--- src/rtl/si_window_tracker_core_defines.svh ---
// assertion macros shared by the si window tracker rtl
// expects clk and rst_n in the scope of the module that uses them
`ifndef SI_WINDOW_TRACKER_CORE_DEFINES_SVH
`define SI_WINDOW_TRACKER_CORE_DEFINES_SVH

// same-cycle implication, disabled in reset
`define SWT_ASSERT_NOW(lbl, ante, cons, msg) \
  lbl: assert property (@(posedge clk) disable iff (!rst_n) (ante) |-> (cons)) else $error(msg);

// next-cycle implication, disabled in reset
`define SWT_ASSERT_NEXT(lbl, ante, cons, msg) \
  lbl: assert property (@(posedge clk) disable iff (!rst_n) (ante) |=> (cons)) else $error(msg);

`endif

--- src/rtl/swt_pkg.sv ---
// types and constants for the si window tracker
// no dependencies
`timescale 1ns / 1ps

package swt_pkg;

  localparam int MASK_W     = 4;
  localparam int FRAME_W    = 10;
  localparam int SLOT_W     = 8;
  localparam int WLEN_W     = 12;
  localparam int NSLOT_W    = 8;
  localparam int MCNT_W     = 3;
  localparam int PERIOD_W   = 10;
  localparam int PERIOD_CNT = 4;
  localparam int ABS_W      = NSLOT_W + FRAME_W;
  localparam int CFG_IDX_W  = 3;
  localparam int CFG_DATA_W = 12;

  // shared divider: dividend and divisor widths
  localparam int DIV_DW = 14;
  localparam int DIV_SW = 11;
  localparam int DIV_CW = $clog2(DIV_DW);

  // register indexes
  localparam logic [CFG_IDX_W-1:0] REG_WINDOW_LEN = 3'd0;
  localparam logic [CFG_IDX_W-1:0] REG_SLOTS      = 3'd1;
  localparam logic [CFG_IDX_W-1:0] REG_MSG_COUNT  = 3'd2;
  localparam logic [CFG_IDX_W-1:0] REG_PERIOD0    = 3'd3;
  localparam logic [CFG_IDX_W-1:0] REG_PERIOD1    = 3'd4;
  localparam logic [CFG_IDX_W-1:0] REG_PERIOD2    = 3'd5;
  localparam logic [CFG_IDX_W-1:0] REG_PERIOD3    = 3'd6;

  // register reset values
  localparam logic [WLEN_W-1:0]   WINDOW_LEN_RST = 12'd20;
  localparam logic [NSLOT_W-1:0]  SLOTS_RST      = 8'd10;
  localparam logic [MCNT_W-1:0]   MSG_COUNT_RST  = 3'd0;
  localparam logic [PERIOD_W-1:0] PERIOD_RST     = 10'd8;

  // a zero period counts as the full frame number range
  localparam logic [DIV_SW-1:0]   PERIOD_ZERO_AS = 11'd1024;

  typedef struct packed {
    logic              start;
    logic [DIV_DW-1:0] dividend;
    logic [DIV_SW-1:0] divisor;
  } div_req_t;

  typedef struct packed {
    logic              done;
    logic [DIV_DW-1:0] quot;
    logic [DIV_SW-1:0] rem;
  } div_rsp_t;

endpackage

--- src/rtl/swt_div.sv ---
// shared restoring divider, one quotient bit per cycle
// depends on swt_pkg
`timescale 1ns / 1ps

module swt_div import swt_pkg::*; (
  input  logic     clk,
  input  logic     rst_n,
  input  div_req_t req,
  output div_rsp_t rsp
);

  localparam logic [DIV_CW-1:0] LAST_STEP = DIV_CW'(DIV_DW - 1);

  logic              busy_r, busy_nxt;
  logic              done_r, done_nxt;
  logic [DIV_CW-1:0] cnt_r, cnt_nxt;
  logic [DIV_SW-1:0] rem_r, rem_nxt;
  logic [DIV_DW-1:0] quo_r, quo_nxt;
  logic [DIV_SW-1:0] dsr_r, dsr_nxt;
  logic [DIV_SW:0]   rem_sh;
  logic [DIV_SW:0]   rem_diff;
  logic              fits;

  assign rem_sh   = {rem_r, quo_r[DIV_DW-1]};
  assign fits     = rem_sh >= {1'b0, dsr_r};
  assign rem_diff = rem_sh - {1'b0, dsr_r};

  always_comb begin
    busy_nxt = busy_r;
    done_nxt = 1'b0;
    cnt_nxt  = cnt_r;
    rem_nxt  = rem_r;
    quo_nxt  = quo_r;
    dsr_nxt  = dsr_r;
    if (req.start) begin
      busy_nxt = 1'b1;
      cnt_nxt  = '0;
      rem_nxt  = '0;
      quo_nxt  = req.dividend;
      dsr_nxt  = req.divisor;
    end else if (busy_r) begin
      // dividend bits shift out of quo_r as quotient bits shift in
      rem_nxt = fits ? rem_diff[DIV_SW-1:0] : rem_sh[DIV_SW-1:0];
      quo_nxt = {quo_r[DIV_DW-2:0], fits};
      cnt_nxt = cnt_r + 1'b1;
      if (cnt_r == LAST_STEP) begin
        busy_nxt = 1'b0;
        done_nxt = 1'b1;
      end
    end
  end

  always_ff @(posedge clk) begin
    if (!rst_n) begin
      busy_r <= 1'b0;
      done_r <= 1'b0;
      cnt_r  <= '0;
    end else begin
      busy_r <= busy_nxt;
      done_r <= done_nxt;
      cnt_r  <= cnt_nxt;
    end
  end

  always_ff @(posedge clk) begin
    rem_r <= rem_nxt;
    quo_r <= quo_nxt;
    dsr_r <= dsr_nxt;
  end

  assign rsp.done = done_r;
  assign rsp.quot = quo_r;
  assign rsp.rem  = rem_r;

endmodule
--- config.mk ---
export PLATFORM = sky130hd
export DESIGN_NAME = swt_div
export DESIGN_NICKNAME = d
export VERILOG_FILES = /design/src/rtl/si_window_tracker_core_defines.svh /design/src/rtl/swt_pkg.sv /design/src/rtl/swt_div.sv
export SDC_FILE = /design/constraint.sdc
export NUM_CORES = 1
export LEC_CHECK = 0
export ABC_AREA = 1
export BUFFER_PORTS_ARGS = -buffer_cell sky130_fd_sc_hd__buf_2
export CAP_MARGIN = 20
export CORE_UTILIZATION = 58
export DETAILED_ROUTE_END_ITERATION = 7
export GPL_ROUTABILITY_DRIVEN = 0
export PLACE_DENSITY = 0.85
export SYNTH_ARGS = -nofsm -noshare
export SYNTH_HDL_FRONTEND = slang
export SYNTH_SLANG_ARGS = --single-unit
export TNS_END_PERCENT = 1
--- constraint.sdc ---
create_clock -name clk -period 5.23 [get_ports clk]
set_input_delay 0.2615 -clock clk [delete_from_list [all_inputs] [get_ports clk]]
set_output_delay 0.2615 -clock clk [all_outputs]
set_load 0.005 [all_outputs]
# Word level (Yosys, flattened, before mapping)
# Cells that the tools add are included.
[word_totals]
register_bits = 42
input_bits = 28
word_cells = 22
output_inout_bits = 26
[classes]
n_mux = 7
bitwise_logic = 2
reduce_logical = 3
order_cmp = 1
eq_ne = 1
add_sub_neg = 2
[op_table]
columns = ["cell", "n"]
rows = [
  ["$mux W14", 2],
  ["$ge A12 B11 Y1", 1],
  ["$mux W11", 1],
  ["$sub A11 B11 Y11", 1],
  ["$add A4 B1 Y4 const B", 1],
  ["$eq A4 B4 Y1 const B", 1],
  ["$mux W1", 4],
  ["$reduce_or A3 Y1", 1],
  ["$not A1 Y1", 2],
  ["$reduce_bool A2 Y1", 1],
  ["$reduce_or A2 Y1", 1],
]

# Depth between registers and ports, before layout
# Gate-level depths: netlist (run 1).
[depth]
word_depth = 4
depth_mapped = 12
depth_no_buf = 12

# Worst setup path before layout (run 1)
# No wires, ideal clock.
[synth_timing]
path_kind = "reg2reg"
start = "register quo_r[13]"
end = "register rem_r[7]"
arrival_ns = 1.742
setup_ns = 0.113
t_required_ns = 5.117
period_less_slack_ns = 1.855
path_buffers = 1
slack_ns = 3.375
stages_incl_launch_ff = 13
path_cell_list = "edfxtp_1 -> inv_1 -> ha_1 -> fa_1 -> inv_1 -> nand3_1 -> nand3_1 -> nand2_1 -> nand4_2 -> buf_6 -> nand3_1 -> nand3_1 -> nand2_1"
[synth_via]
elab_chain_cells = 2
word_cells_on_any_way = 3
classes_between = "add/sub: 1; order compare: 1; mux: 1"
[synth_rtl]
columns = ["element", "line_no", "source"]
rows = [
  ["start, declared", "swt_div.sv:18", "logic [DIV_DW-1:0] quo_r, quo_nxt;"],
  ["start signal, assigned", "swt_div.sv:67", "quo_r <= quo_nxt;"],
  ["$sub A11 B11 Y11 / $ge A12 B11 Y1 (equally long branches)", "swt_div.sv:26, swt_div.sv:25", ""],
  ["$mux W11 *", "swt_div.sv:43", "rem_nxt = fits ? rem_diff[DIV_SW-1:0] : rem_sh[DIV_SW-1:0];"],
  ["end signal, assigned", "swt_div.sv:66", "rem_r <= rem_nxt;"],
  ["end, declared", "swt_div.sv:17", "logic [DIV_SW-1:0] rem_r, rem_nxt;"],
]
# Mark *: on every way between the ends. The rest lies on a longest branch, timed or not.
# A chain may end at the register's enable or synchronous reset.

# Worst setup path after layout (run 1)
[layout_timing]
start = "register quo_r[13]"
end = "register quo_r[0], data pin"
[layout_via]
elab_chain_cells = 3
[layout_rtl]
columns = ["element", "line_no", "source"]
rows = [
  ["$ge A12 B11 Y1", "swt_div.sv:25", "assign fits = rem_sh >= {1'b0, dsr_r};"],
  ["$mux W14", "swt_div.sv:41", "end else if (busy_r) begin"],
  ["$mux W14", "swt_div.sv:35", "if (req.start) begin"],
  ["via quo_nxt[0]", "swt_div.sv:18", ""],
]
# The timed path passes the listed nets, and every way through them passes these cells. The select of a mux whose other input is x is not followed.

==> key figures, run 1 <==
Power
  – Clock share of power: between 30% and 40%
  – Seq pwr share: between 50% and 60%
  – Combinational share of power: ~14%
  – Power Dens Cells: 257.5 nW/um^2
  – Leak: 1.491 nW
  – Switching power: between 0.2 and 0.25 mW
  – Internal: between 0.5 and 0.6 mW
  – Design Power: slightly above 0.7 mW
  – Sw Ratio: between 20% and 30%
  – Worst vdd ir: approximately 0.00021 V

Worst setup path
  – CP delay by family, top: simple AND/OR/NAND/NOR gates
  – CP Cell Sequence: inv_1 > ha_1 > fa_1 > inv_1 > nand3_1 > nand3_1 > nand2_1 > nand4_2 > nand2_1 > nand2_1
  – CP Launch Type: flip-flop
  – Worst Path Required: ~5.3 ns
  – Worst Setup Path Type: reg -> reg
  – Critical Path AT: approximately 2.5 ns
  – Crit end category: flip-flop
  – Reg-to-reg setup timing slack: approximately 2.8 ns
  – Slowest CP cell: nand4_2
  – Most used cell, CP: nand2_1
  – Bufs and invs on worst path: 2
  – CP peak stage delay: 0.40 ns
  – Crit Path Max Fanout: 12

STA
  – Hold Slack: roughly 0.12 ns
  – Setup violation total in the final timing report: 0
  – Total negative slack: 0 ns
  – Min Clock Period, post-route: between 2 and 2.5 ns
  – Slew @ Worst Pin: between 0.9 and 1 ns
  – Final hold violation count: 0
  – FMAX: slightly above 0.4 GHz
  – RSZ-0062 raised after global routing: false
  – Fin. max-slew vios: 0
  – Crit share post-route: 47.19%
  – Rel. slew slack: a little under two fifths
  – Worst Clk Skew: ~0.0071 ns

Detailed routing
  – Vias/cell: between 5 and 6
  – DR WL/cell: roughly 12 microns
  – Iter 0 DRT Violations: 135
  – Routed wire length: approximately 5200 microns
  – Detailed Routing Iterations Pass 1: 6
  – DR DRC count: 2
  – Post-DRT Antenna Nets: 0
  – Vias: about 2200

Floorplanning
  – Die X: about 67 microns
  – Die Y: 66.61 microns
  – Row count: 23
  – Starting Density: between 60% and 70%
  – CORE AREA: about 4000 sq um
  – # IOs: 54
  – Die footprint: 4437 sq um

Status
  – Failing checks: DRC
  – Status: finished with violations

Yosys
  – Syn Area/Cell: around 7.6 sq um
  – Synthesized flop and latch total: 42
  – Distinct cells, synth: 25
  – Cell Area, Synth: around 2400 sq um
  – Ys Warns: 0
  – Cells after synthesis: approximately 320
  – Synthesized Nets: ~360
  – Sequential fraction of the synthesis area: 45.06%

Cells and area
  – Number of fill cells in the layout: around 330
  – Final core utilization: a little over two thirds
  – Fin nets: just over 400
  – Layout cells sized above 1: a little under a fifth
  – P&R area growth vs syn: 14.88%
  – Antenna Cells: 0

Clock tree
  – Worst-path clk slew: 0.09 ns
  – Clock network latency to the later pin of the worst-skew pair: around 0.3 ns
  – CTS Sinks: 42
  – CTS H-tree lvls: 2
  – Postcts setup bufs: 0
  – Post-CTS Hold Fix Bufs: 0
  – Root buf cell: clkbuf_8
  – Cts bufs inserted: 5
  – CTS tree: done
  – CTS max path bufs: 2
  – CTS-repair resized insts: 0

Run
  – Max_cap viols: 0

GRT
  – Gr ovfl total: 0
  – Vias in the first global route: between 2000 and 2500
  – Initial antenna violation count: 0
  – Total GRT Usage: around 26%
  – Largest net degree at the start of global routing: 31
  – First-pass GRT wire length: approximately 8500 microns

Min path
  – HP Class: in -> reg

Placed design
  – Port Buf Inserts: 53
  – Final HPWL DP: about 3800 microns
-- cell usage in the layout, fill, tap and decap left out, types with 2 or more instances in the layout --
cell type,n
a21oi_1,8
buf_2,53
clkbuf_8,5
dfxtp_1,17
edfxtp_1,25
ha_1,13
inv_1,48
inv_2,3
nand2_1,118
nand2_2,3
nand3_1,31
nand4_1,14
nor2_1,14
o21ai_0,4
xnor2_1,2
-- metrics by stage --
| stage | instances | worst slack [ns] | instance area, sq um |
|---|---|---|---|
| after floorplan | 319 | 3.375 | 2421 |
| after global placement | 411 | 2.960 | 2684 |
| after detailed placement | 411 | 2.845 | 2684 |
| after CTS | 419 | 2.781 | 2781 |
| after global routing | 419 | 2.588 | 2781 |
| final | 419 | 2.762 | 2781 |
-- sequential cells by signal, indices dropped and copies added, names as in the netlist --
signal	flops
quo_r	14
done_r	1
busy_r	1
cnt_r	4
dsr_r	11
rem_r	11
-- power groups by stage --
stage | clock (mW) | sequential (mW) | combinational [mW]
detailed placement | 0 | 0.393 | 0.101
finish | 0.228 | 0.386 | 0.102
global placement | 0 | 0.393 | 0.0968
global route | 0.245 | 0.389 | 0.115
CTS | 0.233 | 0.386 | 0.102
floorplan | 0 | 0.392 | 0.0637
-- Yosys cell counts --
| library cell | instances | area share [%] |
|---|---|---|
| nand4_2 | 1 | 0.52 |
| a21oi_1 | 8 | 1.7 |
| nand2_1 | 118 | 18 |
| or2_1 | 1 | 0.26 |
| nand3_1 | 31 | 6.4 |
| dfxtp_1 | 17 | 14 |
| nor2_1 | 14 | 2.2 |
| xor2_1 | 1 | 0.36 |
| nor4_1 | 1 | 0.26 |
| edfxtp_1 | 25 | 31 |
| buf_6 | 2 | 0.93 |
| nand4_1 | 14 | 3.6 |
| fa_1 | 1 | 0.83 |
| inv_1 | 48 | 7.4 |
| buf_4 | 1 | 0.31 |
| buf_2 | 4 | 0.83 |
| clkbuf_1 | 4 | 0.62 |
| o21ai_0 | 4 | 0.83 |
| nor3_1 | 1 | 0.21 |
| and2_4 | 1 | 0.36 |
| ha_1 | 13 | 6.7 |
| inv_2 | 3 | 0.47 |
| a21oi_2 | 1 | 0.36 |
| nand2_2 | 3 | 0.78 |
| xnor2_1 | 2 | 0.72 |
-- layout make-up --
type	instances	area, sq um	area share, %
Timing Repair Buffer	53	265.3	9.537
Multi-Input combinational cell	215	1074	38.60
Clock inverter	3	28.78	1.035
Tap cell	50	62.56	2.249
Clock buffer	5	68.82	2.474
Sequential cell	42	1091	39.23
Inverter	51	191.4	6.883
-- final timing paths --
| check | cells past startpoint | to | startpoint |
|---|---|---|---|
| hold / removal | 1 | dsr_r[1] | req[1] |
| setup / recovery | 10 | quo_r[0] | quo_r[13] |
| hold reg to reg | 1 | cnt_r[3] | cnt_r[3] |
| setup reg to reg | 10 | quo_r[0] | quo_r[13] |
-- cells by family (layout without fill, tap and decap cells) --
kind of cell | count (synthesis) | after routing | share of synthesized area [%]
AOI/OAI and AO/OA | 13 | 13 | 2.843
xor gates and xnor gates | 3 | 3 | 1.085
adders and majority gates | 14 | 14 | 7.545
buffers and inverters | 62 | 112 | 10.59
DFF | 42 | 42 | 45.06
and+or+nand+nor | 185 | 185 | 32.87
-- routing by layer --
layer  track usage [%]  vias up  part of all wire [%]
li1                  -     1122                     -
met1             29.57     1015                    42
met2             45.58       84                    50
met3             4.966       10                   6.2
met4             11.70        0                   1.7
met5                 0        -                     0
No activity file was read; power rests on OpenSTA's default activity.
==> inputs of run 2 (changes only) <==
--- a/config.mk
+++ b/config.mk
@@ -8,10 +8,10 @@
 export ABC_AREA = 1
 export BUFFER_PORTS_ARGS = -buffer_cell sky130_fd_sc_hd__buf_2
 export CAP_MARGIN = 20
-export CORE_UTILIZATION = 58
+export CORE_UTILIZATION = 49
 export DETAILED_ROUTE_END_ITERATION = 7
 export GPL_ROUTABILITY_DRIVEN = 0
-export PLACE_DENSITY = 0.85
+export PLACE_DENSITY = 0.76
 export SYNTH_ARGS = -nofsm -noshare
 export SYNTH_HDL_FRONTEND = slang
 export SYNTH_SLANG_ARGS = --single-unit
==> constraint.sdc (replaced) <==
create_clock -name clk -period 2 [get_ports clk]
set_input_delay 0.1 -clock clk [delete_from_list [all_inputs] [get_ports clk]]
set_output_delay 0.1 -clock clk [all_outputs]
set_load 0.005 [all_outputs]
==> run 2 against run 1 <==
  * The flow now finishes without violations
  * Register-to-register slack worse by 2.6 ns
  * Sequential share of layout area is 3.3 points lower
  * Die area is 18% higher
  * Flip-flop and latch count stayed put
  * Critical path type unchanged
  * Combinational power grew to 2.8 times the previous value
  * Maximum frequency is 34% higher
  * Count of clock-buffer cells in the layout is 1 higher
  * Wire length is 2.9% higher
  * Global-route usage is 3.1 points lower
  * Power grew to 3.0 times the previous value
  * Critical endpoint is now rem_r[6]
  * Largest power group unchanged
==> key figures, run 2 (same netlist as run 1, synthesis figures left out) <==
STA
  – Crit share post-route: 92.35% (+45 points)
  – Hold Slack: 0.06013 ns (-0.06338 ns)
  – Setup violation total in the final timing report: 0 (unchanged)
  – Rel. slew slack: 63.15% (+25 points)
  – Final hold violation count: 0 (unchanged)
  – Slew @ Worst Pin: 0.5521 ns (-0.3789 ns)
  – FMAX: 0.5414 GHz (+34%)
  – Fin. max-slew vios: 0 (unchanged)
  – Final WS setup: 0.1529 ns (-2.609 ns)
  – Worst Clk Skew: 0.01419 ns (+0.007126 ns)
  – Min Clock Period, post-route: 1.847 ns (-0.6210 ns)

Min path
  – HP Class: in -> reg
  – Hold path cells: 3 (+2)
  – Worst hold endpoint: busy_r
  – Hold Crit Start: rst_n

Clock tree
  – Clock network latency to the later pin of the worst-skew pair: 0.30 ns (about the same)
  – Postcts setup bufs: 0 (unchanged)
  – CTS tree: done
  – CTS max path bufs: 2 (unchanged)
  – CTS H-tree lvls: 2 (unchanged)
  – Cts bufs inserted: 5 (unchanged)
  – Root buf cell: clkbuf_8
  – CTS Sinks: 42 (unchanged)
  – Worst-path clk slew: 0.09 ns (about the same)

Cells and area
  – Flip-flop count of the largest register after layout: 14 (unchanged)
  – Most common cell after layout, fill and taps aside: nand2_1
  – Fin nets: 429 (+4.6%)
  – Largest reg by FF count: quo_r
  – Antenna Cells: 0 (unchanged)
  – P&R area growth vs syn: 25.58%
  – Most frequent cells in the layout: 117 x nand2_1, 53 x buf_2, 48 x inv_1
  – Final Instance Area: 3040 sq um (+9.3%)
  – Biggest regs: quo_r: 14 flops, dsr_r: 11 flops, rem_r: 11 flops
  – Final core utilization: 64.37% (-5.2 points)
  – Layout cells sized above 1: 20.62% (+1.6 points)

Detailed routing
  – Routed wire length: 5386 microns (+2.9%)
  – Vias/cell: 4.949 (-7.0%)
  – Vias: 2252 (+0.94%)
  – Post-DRT Antenna Nets: 0 (unchanged)
  – DR WL/cell: 11.84 microns (-5.2%)
  – Iter 0 DRT Violations: 164 (+21%)
  – DR DRC count: 0 (-2)
  – Detailed Routing Iterations Pass 1: 4 (-2)

GRT
  – First-pass GRT wire length: 9052 microns (+6.7%)
  – Vias in the first global route: 2128 (+2.0%)
  – Total GRT Usage: 22.65% (-3.1 points)
  – Initial antenna violation count: 0 (unchanged)
  – Largest net degree at the start of global routing: 25 (-19%)
  – Gr ovfl total: 0 (unchanged)

Worst setup path
  – R2R Path End: rem_r[6]
  – Most used cell, CP: nand2_1
  – Reg-to-reg setup timing slack: 0.15 ns (-2.61 ns)
  – Worst Setup SP: rem_r[8]
  – Worst Setup Path Type: reg -> reg
  – CP Cell Sequence: ha_1 > nand2_1 > nand2_1 > a21oi_2 > and2_4 > nand4_1 > nand3_1 > nand2_1
  – Critical Path AT: 2.05 ns (-0.49 ns)
  – R2R cell count: 8 (-2)
  – CP peak stage delay: 0.38 ns (-0.02 ns)
  – Slowest CP cell: ha_1
  – Worst Path Required: 2.20 ns (-3.10 ns)
  – CP Launch Type: flip-flop
  – Crit end category: flip-flop
  – Crit Path Max Fanout: 11 (-1)
  – R2r startpoint: rem_r[8]

Placed design
  – Final HPWL DP: 3819 microns (+0.79%)
  – Port Buf Inserts: 53 (unchanged)
  – Post-DP Area: 2758 sq um (+2.8%)
  – Place WS: 0.06564 ns (-2.780 ns)

Floorplanning
  – CORE AREA: 4723 sq um (+18%)
  – Die X: 72.29 microns (+8.5%)
  – Die footprint: 5226 sq um (+18%)
  – Starting Density: 51.26% (-9.3 points)
  – Die Y: 72.29 microns (+8.5%)
  – # IOs: 54 (unchanged)
  – Row count: 25 (+8.7%)

Power
  – Worst vdd ir: 0.0005094 V (+150%)
  – Power Dens Cells: 701.7 nW/um^2 (+170%)
  – Leak: 1.605 nW (+7.6%)

Run
  – Max_cap viols: 0 (unchanged)

Status
  – Status: finished clean
[run 2: cell types whose count changed in the layout (fill, tap and decap cells not counted), sizes merged, moves of 2 or more]
cell	delta
buf	+7
bufinv	+2
dlygate4sd3	+11
inv	-2
[run 2: worst max-delay path by stage]
stage	to	slack (ns)	depth (start not counted)
after floorplan	rem_r[7]	0.14	12
after CTS	rem_r[5]	0.05	11
final	rem_r[6]	0.15	8
after global routing	quo_r[0]	-0.007	10
after detailed placement	rem_r[5]	0.07	11
after global placement	rem_r[6]	0.11	11
[run 2: where the power goes]
part | switching (mW) | leakage (nW) | internal (mW) | total (mW)
sequential | 0.0300 | 0.390 | 0.979 | 1.01
clock | 0.304 | 0.0714 | 0.533 | 0.837
combinational | 0.161 | 1.14 | 0.126 | 0.287
total | 0.496 | 1.60 | 1.64 | 2.13
[run 2: layout make-up]
type                    instances  area [sq um]
well taps                      67         83.83
fillers                       410          1683
flip-flops and latches         42          1091
clock inverters                 2         60.06
inverters                      51         191.4
repair buffers                 71         431.7
multi-input cells             216          1100
clock buffers                   6         82.58
[run 2: per-stage QoR]
step                instances  setup TNS [ns]  total power [mW]
global route              455       -0.006892             2.215
detailed placement        435               0             1.297
finish                    455               0             2.134
CTS                       454               0             2.146
global placement          435               0             1.290
floorplan                 319               0             1.191
[run 2: timing repair]
| action | in CTS | in global routing |
|---|---|---|
| resized for setup | 0 | 4 |
| hold buffers | 11 | 0 |
| setup endpoints to repair | 0 | 12 |
| hold endpoints to repair | 11 | 0 |
[run 2: critical path: cells and delay by family, from the launching register on]
kind,cells,cell delay (ns)
and+or+nand+nor,6,0.75
adders and majority gates,1,0.38
AOI/OAI and AO/OA,1,0.27
DFF,1,0.34
[run 2: layer usage]
| metal | wire length, microns | vias up | track usage (%) | part of all wire [%] |
|---|---|---|---|---|
| li1 | - | 1161 | - | - |
| met1 | 2238 | 999 | 27.44 | 42 |
| met2 | 2665 | 81 | 38.42 | 49 |
| met3 | 384 | 11 | 5.417 | 7.1 |
| met4 | 98 | 0 | 9.804 | 1.8 |
| met5 | 0 | - | 0 | 0 |
==> inputs of run 3 (changes only) <==
==> constraint.sdc (replaced) <==
create_clock -name clk -period 2 [get_ports clk]
set_input_delay 0 -clock clk [delete_from_list [all_inputs] [get_ports clk]]
set_output_delay 0 -clock clk [all_outputs]
set_load 0.005 [all_outputs]
==> run 3 against run 2 <==
  * Worst setup slack worse by 0.020 ns
  * Wire length up 8.9%
  * Count of clock-buffer cells in the layout down 1
  * Critical path depth up 2
  * Register-to-register slack worse by 0.02 ns
  * Clock power down 20%
==> key figures, run 3 (same netlist as run 1, synthesis figures left out) <==
Floorplanning
  – Die Y: 72.29 microns (unchanged)
  – Die footprint: 5226 sq um (unchanged)
  – Row count: 25 (unchanged)
  – CORE AREA: 4723 sq um (unchanged)
  – Starting Density: 51.26% (unchanged)
  – # IOs: 54 (unchanged)
  – Die X: 72.29 microns (unchanged)

Cells and area
  – Fin nets: 444 (+3.5%)
  – Biggest regs: quo_r: 14 flops, dsr_r: 11 flops, rem_r: 11 flops
  – Antenna Cells: 0 (unchanged)
  – Flip-flop count of the largest register after layout: 14 (unchanged)
  – P&R area growth vs syn: 30.70%
  – Final Instance Area: 3164 sq um (+4.1%)
  – Most common cell after layout, fill and taps aside: nand2_1
  – Number of fill cells in the layout: 396 (-3.4%)
  – Largest reg by FF count: quo_r
  – Layout cells sized above 1: 20.35% (-0.27 points)
  – Most frequent cells in the layout: 117 x nand2_1, 53 x buf_2, 48 x inv_1
  – Non-Filler Instances: 470 (+3.3%)

STA
  – Rel. slew slack: 64.68% (+1.5 points)
  – Final hold violation count: 0 (unchanged)
  – Setup violation total in the final timing report: 0 (unchanged)
  – Worst Clk Skew: 0.009000 ns (-0.005190 ns)
  – Min Clock Period, post-route: 1.867 ns (+0.02040 ns)
  – Final WS setup: 0.1325 ns (-0.02040 ns)
  – FMAX: 0.5355 GHz (-1.1%)
  – Crit share post-route: 93.37% (+1.0 points)
  – Slew @ Worst Pin: 0.5292 ns (-0.02284 ns)
  – Fin. max-slew vios: 0 (unchanged)

Placed design
  – Post-DP Area: 2758 sq um (unchanged)
  – Port Buf Inserts: 53 (unchanged)
  – Place WS: 0.01190 ns (-0.05374 ns)
  – Final HPWL DP: 3802 microns (-0.45%)
  – DP Cell Count: 435 (unchanged)

Clock tree
  – Root buf cell: clkbuf_8
  – CTS Sinks: 42 (unchanged)
  – CTS max path bufs: 2 (unchanged)
  – CTS H-tree lvls: 2 (unchanged)
  – Cts bufs inserted: 5 (unchanged)
  – Worst-path clk slew: 0.09 ns (about the same)
  – CTS tree: done
  – Postcts setup bufs: 0 (unchanged)
  – Clock network latency to the later pin of the worst-skew pair: 0.30 ns (about the same)

Detailed routing
  – Routed wire length: 5867 microns (+8.9%)
  – Post-DRT Antenna Nets: 0 (unchanged)
  – DR WL/cell: 12.48 microns (+5.5%)
  – Vias/cell: 4.864 (-1.7%)
  – Detailed Routing Iterations Pass 1: 4 (unchanged)
  – Vias: 2286 (+1.5%)
  – Iter 0 DRT Violations: 196 (+20%)
  – DR DRC count: 0 (unchanged)

Min path
  – Hold path cells: 1 (-2)
  – HP Class: in -> reg

Worst setup path
  – R2R cell count: 10 (+2)
  – CP Launch Type: flip-flop
  – Worst Setup Path Type: reg -> reg
  – Worst Path Required: 2.06 ns (-0.14 ns)
  – Crit end category: flip-flop
  – Crit Path Max Fanout: 6 (-5)
  – Critical Path AT: 1.93 ns (-0.12 ns)

Power
  – Power Dens Cells: 631.7 nW/um^2 (-10%)
  – Leak: 1.659 nW (+3.4%)
  – Worst vdd ir: 0.0004283 V (-16%)

GRT
  – Vias in the first global route: 2238 (+5.2%)
  – First-pass GRT wire length: 9825 microns (+8.5%)
  – Gr ovfl total: 0 (unchanged)
  – Largest net degree at the start of global routing: 17 (-32%)
  – Initial antenna violation count: 0 (unchanged)
  – Total GRT Usage: 24.43% (+1.8 points)

Run
  – Max_cap viols: 0 (unchanged)

Status
  – Status: finished clean
run 3: through the flow:
stage	setup TNS (ns)	power (mW)	hold slack (ns)	util (%)
after floorplan	0	1.191	0.09887	-
after detailed placement	0	1.297	0.1784	58.38
after CTS	0	1.995	0.1350	66.38
after global placement	0	1.290	0.1763	58.38
after global routing	-0.06068	2.091	0.1422	66.99
final	0	1.999	0.1271	66.99
run 3: layout make-up:
cell class                      count  area, sq um  area share [%]
Tap cell                           67        83.83           2.649
Multi-Input combinational cell    216         1107           34.99
Clock inverter                      3        40.04           1.265
Sequential cell                    42         1091           34.48
Clock buffer                        5        68.82           2.175
Inverter                           51        191.4           6.050
Timing Repair Buffer               86        581.8           18.39
run 3: critical path: stages (launching register included):
cell	delay, ns
edfxtp_1	0.39
inv_1	0.10
ha_2	0.20
fa_2	0.22
inv_1	0.05
nand3_1	0.07
nand3_2	0.09
nand2_2	0.14
nand4_2	0.20
nand2_1	0.12
nand2_1	0.05
run 3: path summary, 6_finish.rpt:
| path | start | end | slack, ns |
|---|---|---|---|
| max | quo_r[13] | quo_r[0] | 0.13 |
| min | req[25] | dsr_r[10] | 0.13 |
| max reg2reg | quo_r[13] | quo_r[0] | 0.13 |
| min reg2reg | cnt_r[3] | cnt_r[3] | 0.48 |
run 3: metal layers:
| metal | part of all wire, % | GRT usage [%] |
|---|---|---|
| met5 | 0 | 0 |
| met4 | 0.61 | 7.625 |
| met3 | 5.2 | 5.278 |
| met2 | 51 | 43.09 |
| met1 | 43 | 29.77 |
run 3: report_power, final:
group	internal [mW]	total (mW)	switching, mW
registers	0.979	1.01	0.0312
logic	0.147	0.317	0.171
clock network	0.368	0.671	0.304
total	1.49	2.00	0.505
run 3: timing repair:
action                                  in CTS  in global routing
hold endpoints to repair                    27                  0
cloned                                       0                  1
gates resized for setup                      1                  5
hold buffers                                26                  0
endpoints found under the setup margin       1                 12
